==> src/rtl/rational_arith_gcd_reduce_defines.svh <==
// assertion macros for the rational arithmetic block
`ifndef RATIONAL_ARITH_GCD_REDUCE_DEFINES_SVH
`define RATIONAL_ARITH_GCD_REDUCE_DEFINES_SVH

// implication check, sampled on the rising clock edge, disabled during reset
`define RAG_ASSERT_IMP(label, clk, rst_n, ante, cons) \
  label: assert property (@(posedge clk) disable iff (!rst_n) (ante) |-> (cons)) \
    else $error("assertion failed");

// next-cycle implication check
`define RAG_ASSERT_NEXT(label, clk, rst_n, ante, cons) \
  label: assert property (@(posedge clk) disable iff (!rst_n) (ante) |=> (cons)) \
    else $error("assertion failed");

`endif

==> src/rtl/rag_pkg.sv <==
// shared types and constants for the rational arithmetic block
package rag_pkg;
  localparam int unsigned DataWidth = 32;
  localparam int unsigned WideWidth = 2 * DataWidth + 1;
  localparam int unsigned CntWidth  = $clog2(WideWidth + 1);

  localparam logic [2:0] OpAdd = 3'd0;
  localparam logic [2:0] OpSub = 3'd1;
  localparam logic [2:0] OpMul = 3'd2;
  localparam logic [2:0] OpDiv = 3'd3;
  localparam logic [2:0] OpNeg = 3'd4;

  localparam logic [1:0] StatusOk   = 2'd0;
  localparam logic [1:0] StatusDivZ = 2'd1;
  localparam logic [1:0] StatusOvf  = 2'd2;

  typedef logic [WideWidth-1:0] wide_t;

  typedef enum logic [3:0] {
    StIdle, StMul1, StMul2, StMul3, StSum, StGcdInit, StGcdTwo, StGcdU,
    StGcdV, StGcdSub, StDivStart, StDivWait, StCheck, StDone
  } state_e;

  typedef struct packed {
    logic  start;
    wide_t dividend;
    wide_t divisor;
  } div_req_t;

  typedef struct packed {
    logic  done;
    logic  busy;
    wide_t quotient;
  } div_rsp_t;
endpackage

==> src/rtl/rag_divider.sv <==
// restoring shift-subtract divider, one quotient bit per cycle
module rag_divider import rag_pkg::*; (
  input  logic     clk_i,
  input  logic     rst_ni,
  input  div_req_t req_i,
  output div_rsp_t rsp_o
);
  logic [CntWidth-1:0] cnt_q, cnt_d;
  logic                busy_q, busy_d, done_q, done_d;
  wide_t               quo_q, quo_d, rem_q, rem_d, den_q, den_d;
  logic [WideWidth:0]  trial;
  wide_t               shifted;

  always_comb begin
    busy_d  = busy_q;
    done_d  = 1'b0;
    cnt_d   = cnt_q;
    quo_d   = quo_q;
    rem_d   = rem_q;
    den_d   = den_q;
    shifted = {rem_q[WideWidth-2:0], quo_q[WideWidth-1]};
    trial   = {1'b0, shifted} - {1'b0, den_q};
    if (req_i.start && !busy_q) begin
      busy_d = 1'b1;
      cnt_d  = CntWidth'(WideWidth);
      quo_d  = req_i.dividend;
      rem_d  = '0;
      den_d  = req_i.divisor;
    end else if (busy_q) begin
      // quotient bits enter at the bottom as dividend bits leave at the top
      if (!trial[WideWidth]) begin
        rem_d = trial[WideWidth-1:0];
        quo_d = {quo_q[WideWidth-2:0], 1'b1};
      end else begin
        rem_d = shifted;
        quo_d = {quo_q[WideWidth-2:0], 1'b0};
      end
      cnt_d = cnt_q - 1'b1;
      if (cnt_q == CntWidth'(1)) begin
        busy_d = 1'b0;
        done_d = 1'b1;
      end
    end
  end

  always_ff @(posedge clk_i or negedge rst_ni) begin
    if (!rst_ni) begin
      busy_q <= 1'b0;
      done_q <= 1'b0;
      cnt_q  <= '0;
    end else begin
      busy_q <= busy_d;
      done_q <= done_d;
      cnt_q  <= cnt_d;
    end
  end

  always_ff @(posedge clk_i) begin
    quo_q <= quo_d;
    rem_q <= rem_d;
    den_q <= den_d;
  end

  assign rsp_o.done     = done_q;
  assign rsp_o.busy     = busy_q;
  assign rsp_o.quotient = quo_q;
endmodule

==> config.mk <==
export PLATFORM = sky130hd
export DESIGN_NAME = rag_divider
export DESIGN_NICKNAME = d
export VERILOG_FILES = /design/src/rtl/rational_arith_gcd_reduce_defines.svh /design/src/rtl/rag_pkg.sv /design/src/rtl/rag_divider.sv
export SDC_FILE = /design/constraint.sdc
export NUM_CORES = 1
export LEC_CHECK = 0
export BUFFER_PORTS_ARGS = -buffer_cell sky130_fd_sc_hd__buf_2
export CAP_MARGIN = 20
export CORE_MARGIN = 8
export CORE_UTILIZATION = 54
export DETAILED_ROUTE_END_ITERATION = 10
export PLACE_DENSITY_LB_ADDON = 0.2
export SETUP_SLACK_MARGIN = 0.05
export SYNTH_ARGS = -nofsm -noshare
export SYNTH_HDL_FRONTEND = slang
export SYNTH_SLANG_ARGS = --single-unit
==> constraint.sdc <==
create_clock -name clk_i -period 5.78 [get_ports clk_i]
set_input_delay 0.867 -clock clk_i [delete_from_list [all_inputs] [get_ports clk_i]]
set_output_delay 0.867 -clock clk_i [all_outputs]
set_load 0.02 [all_outputs]
# Yosys cells after proc, flatten, opt, wreduce, memory -nomap -nowiden
# Index checks and enable logic that the tools add are counted.
dict set report totals {
  input_bits 133
  wordCells 24
  mem_bits_ro 0
  reg_bits 203
  out_inout_bits 67
  mem_count 0
  latch_bits 0
  ramBits 0
}
dict set report op_classes {
  n_bitwise 0
  reduce_logical 3
  add_sub_neg 2
  n_eq_ne 1
  div 0
  mux 12
  multipliers 0
  n_lt_le_gt_ge 0
  n_shift 0
}
# op count
set op_table {}
lappend op_table {{$mux W65} 2}
lappend op_table {{$sub A65 B65 Y66} 1}
lappend op_table {{$mux W64} 1}
lappend op_table {{$mux W7} 2}
lappend op_table {{$eq A7 B1 Y1 const B} 1}
lappend op_table {{$mux W1} 7}
lappend op_table {{$sub A7 B1 Y7 const B} 1}
lappend op_table {{$reduce_bool A2 Y1} 1}
lappend op_table {{$logic_and A1 B1 Y1} 1}
lappend op_table {{$logic_not A1 Y1} 1}

# Longest topological paths before layout
dict set report depth {
  depth_word 4
  ltp_mapped 15
  ltp_nobuf 14
}

# Least setup slack after synthesis
# No wires, ideal clock.
dict set report synth_path {
  kind {input -> register}
  startpoint {input req_i[130] (netlist name)}
  endpoint {register den_q[0] (enable)}
  n_path_buf 2
  setup_slack_ns 2.227
  arrival_ns 3.098
  setup_ns 0.455
  stages 4
  cell_sequence {nand2b_1 > clkbuf_1 > inv_1 > clkbuf_1}
}
dict set report synth_via {
  elab_chain_len 1
}
# element line
set synth_rtl {}
lappend synth_rtl {{start: declaration} rag_divider.sv:5} ;# input div_req_t req_i,
lappend synth_rtl {{$logic_and A1 B1 Y1} rag_divider.sv:23} ;# if (req_i.start && !busy_q) begin
lappend synth_rtl {{end signal: assignment} rag_divider.sv:61} ;# den_q <= den_d;
lappend synth_rtl {{end: declaration} rag_divider.sv:10} ;# wide_t quo_q, quo_d, rem_q, rem_d, den_q, den_d;
# No other way between the ends.
# A chain may end at the register's enable or synchronous reset.

# Final worst setup path
dict set report layout_path {
  startpoint {register den_q[19]}
  endpoint {register rem_q[57]}
}
dict set report layout_via {
  elab_chain_len 2
}
# element line
set layout_rtl {}
lappend layout_rtl {{$sub A65 B65 Y66} rag_divider.sv:22} ;# trial = {1'b0, shifted} - {1'b0, den_q};
lappend layout_rtl {{$mux W64} rag_divider.sv:31} ;# if (!trial[WideWidth]) begin
lappend layout_rtl {{end signal: assignment} rag_divider.sv:60} ;# rem_q <= rem_d;
lappend layout_rtl {{end: declaration} rag_divider.sv:10}
# No other way between the ends.

==> reports/results.ini <==
[status]
status=completed

[grt]
globalRoute.totalOverflow=0
grt_util_met3_pct=7.06
track_usage_pct=23.3
grt_pass1_vias=9873
grt_max_degree=90
top_usage_layer=met2
antenna_found_initial=2
grt_pass1_wl_um=51200
met1_usage_pct=30.5
grtUsageMet2_pct=36.8

[detailed_routing]
wirelength_um=32200
drt-initial-drc-count=732
route.vias.total=9870
vias_per_cell=5.71
first_pass_iters=5
drc=0
ant_nets=0
wl_per_cell_um=18.6

[setup_path]
arrival_ns=4.40
crit_path_start_kind=flop
reg2reg_slack_ns=1.81
worstReg2RegEnd=rem_q[57]$_SDFFE_PP0P_
critPathTopFamily=simple AND/OR/NAND/NOR gates
reg2regPathDepth=12
cp-startpoint=den_q[19]$_DFFE_PP_
crit_path_top_delay_cell=nand2_4
crit_chain=inv_1, ha_1, nand2_1, o21ai_2, o21ai_0, nor2b_1, or4_4, nor3_2, o21ai_4, nand2_4, nand2_1, o21ai_0
worst-path-buf-inv=1
crit_fanout=45
endpoint_kind=flop
path_class=flop to flop
r2r_start=den_q[19]$_DFFE_PP_
critPathMaxStageDelay_ns=0.65
endpoint=rem_q[57]$_SDFFE_PP0P_
cp.depth=12
critPathRequiredTime_ns=6.21

[sta]
period_needed_ns=3.97
slew_violations=0
whs_ns=0.184
rsz0062_at_grt=no
max-slew-margin-rel_pct=35.9
min_period_over_period_pct=68.7
finalClockSkew_ns=0.0165
finalWorstSetupSlack_ns=1.81
tightest_slew_ns=0.961
final_hold_viol_count=0
tns_ns=0
setup_viol=0
fmax_mhz=252

[clock_tree]
cts_max_level=1
cts.clk_slew.worst_paths_ns=0.06
cts_made_buffers=24
post_cts_buffers=0
ctsResizeCount=0
clock_path_buffers=3
root_buffer=clkbuf_16
cts_hold_buffers=0
cts.sink_count=203
clkLatencyLatePin_ns=0.53
cts_tree=yes

[placed_design]
portBuffers=199
post-place-ws_ns=1.85
dp_cells=1685
dp_hpwl_um=23600
place.gp.congestion=0.925

[power]
ir_drop_mv=0.387
power.density_nw_per_um2=600
power.switching_uw=3450
combPwrFrac_pct=51.0
swShare_pct=41.2
p_clk_share_pct=18.4
power_leakage_uw=0.00652
sequentialPowerShare_pct=30.6
power_uw=8370
internal_power_uw=4920

[yosys]
avgSynthCellArea_um2=9.52
ys.warnings.count=0
synthArstFlopShare_pct=4.43
synth.most_common_cell=nand2_1
ys_top_cells_by_count=270 x nand2_1, 130 x edfxtp_1, 89 x a21oi_1, 83 x inv_1, 67 x ha_1
synth_top_cell_by_area=edfxtp_1
synth_top_flop_cell=edfxtp_1
synth_area_um2=12000
synth_sequential_area_ratio_pct=45.1
synth_top_area_share_pct=32.5
ys_top_cells_by_area=edfxtp_1 33%, dfxtp_1 11%, nand2_1 8.4%, ha_1 7.0%, a21oi_1 3.7%
syn-num-nets=1462
synth_seq_cells=203
synthDistinctLibCells=75
syn-instance-count=1261
synth_edf_count=130

[cells_and_area]
drive_gt1_share_pct=19.9
num-nets-final=1632
fin_cells=1729
syn_to_final_growth_pct=16.2
n_fill_cell=1847
n_antenna_cell=0

[floorplan]
core_um2=21800
dieArea_um2=27200
fp-row-count=54
ios=200
dieWidth_um=165
start_util_pct=55.0
die_height_um=165

[flow_run]
drv_cap=0

[min_path]
hold_path_class=primary input to asynchronous set/reset pin

-- cell type report --
cell class / count / area [um2] / share of cell area [%]
multi-input combinational: 914 / 5990 / 43.0
sequential: 203 / 5410 / 38.8
timing repair buffer: 205 / 1040 / 7.47
clock buffer: 32 / 703 / 5.04
tap: 280 / 350 / 2.51
inverter: 83 / 314 / 2.25
clock inverter: 12 / 125 / 0.898
-- worst min path at each step --
stage / from / to / slack [ns] / depth (start not counted)
6_report: rst_ni / cnt_q[1]$_DFFE_PN0P_ / 0.18 / 1
5_1_grt: rst_ni / cnt_q[1]$_DFFE_PN0P_ / 0.18 / 1
4_1_cts: rst_ni / cnt_q[1]$_DFFE_PN0P_ / 0.17 / 1
3_5_place_dp: rem_q[10]$_SDFFE_PP0P_ / rem_q[10]$_SDFFE_PP0P_ / 0.47 / 2
3_3_place_gp: rem_q[3]$_SDFFE_PP0P_ / rem_q[3]$_SDFFE_PP0P_ / 0.46 / 2
2_1_floorplan: cnt_q[5]$_DFFE_PN0P_ / cnt_q[5]$_DFFE_PN0P_ / 0.45 / 1
-- layer usage --
layer  vias to the layer above  wire length, um
met2                       332            14400
met3                        51             2780
met1                      4628            14000
met5                         -               22
met4                         4              902
li1                       4855                -
-- state kept, by name, indices dropped and copies added, names as in the netlist --
name,flops
cnt_q,7
quo_q,65
busy_q,1
rem_q,64
done_q,1
den_q,65
-- placed cells by master (no fill, tap or decap), types with 5 or more instances in the layout --
cell / count
mux2_4: 21
xor2_1: 18
and2_1: 7
nor2_1: 38
mux2_2: 5
o21bai_1: 14
nand3_1: 19
a31oi_1: 14
nor2b_1: 11
nor3b_1: 9
o21a_1: 6
or3_1: 7
nand2b_1: 7
and3_1: 7
nor3_1: 8
a21boi_0: 5
dfxtp_1: 64
nand4_1: 15
o211ai_1: 6
clkbuf_16: 26
xnor2_1: 44
buf_4: 6
a211oi_1: 11
buf_2: 199
a32oi_1: 10
a21o_1: 33
nand2_1: 270
edfxtp_1: 130
a22o_1: 31
mux2i_1: 22
inv_1: 81
ha_1: 67
o21ai_0: 57
a21oi_1: 89
dfrtp_1: 8
-- worst reg2reg max path, delay by kind of cell, from the launching register on --
family                     cells  cell delay (ns)
buffers and inverters          1             0.05
adders and majority gates      1             0.36
AOI/OAI and AO/OA              4             0.76
and+or+nand+nor                6             2.38
DFF                            1             0.33
-- power by group through the flow --
| stage | sequential, uW | combinational, uW | clock [uW] |
|---|---|---|---|
| after detailed placement | 2560 | 4240 | 0 |
| after CTS | 2550 | 4250 | 1570 |
| final | 2560 | 4270 | 1540 |
| after global routing | 2620 | 4710 | 1630 |
| after global placement | 2560 | 4180 | 0 |
| after floorplan | 2750 | 3010 | 0 |
-- stage by stage --
step	instance area [um2]	util (%)
global placement	13100	60.1
finish	13900	63.9
global route	13900	63.9
detailed placement	13100	60.1
CTS	13900	63.9
floorplan	12000	-
-- kinds of logic (layout without fill, tap and decap cells) --
family,Yosys count,after routing,synth area share (%)
adders and majority gates,68,68,7.15
DFF,203,203,45.1
and+or+nand+nor,416,416,15.4
buffers and inverters,144,332,5.04
xor gates and xnor gates,62,62,4.53
AOI/OAI and AO/OA,320,320,17.9
muxes,48,48,4.93
Power figures use the tool's default switching activity.
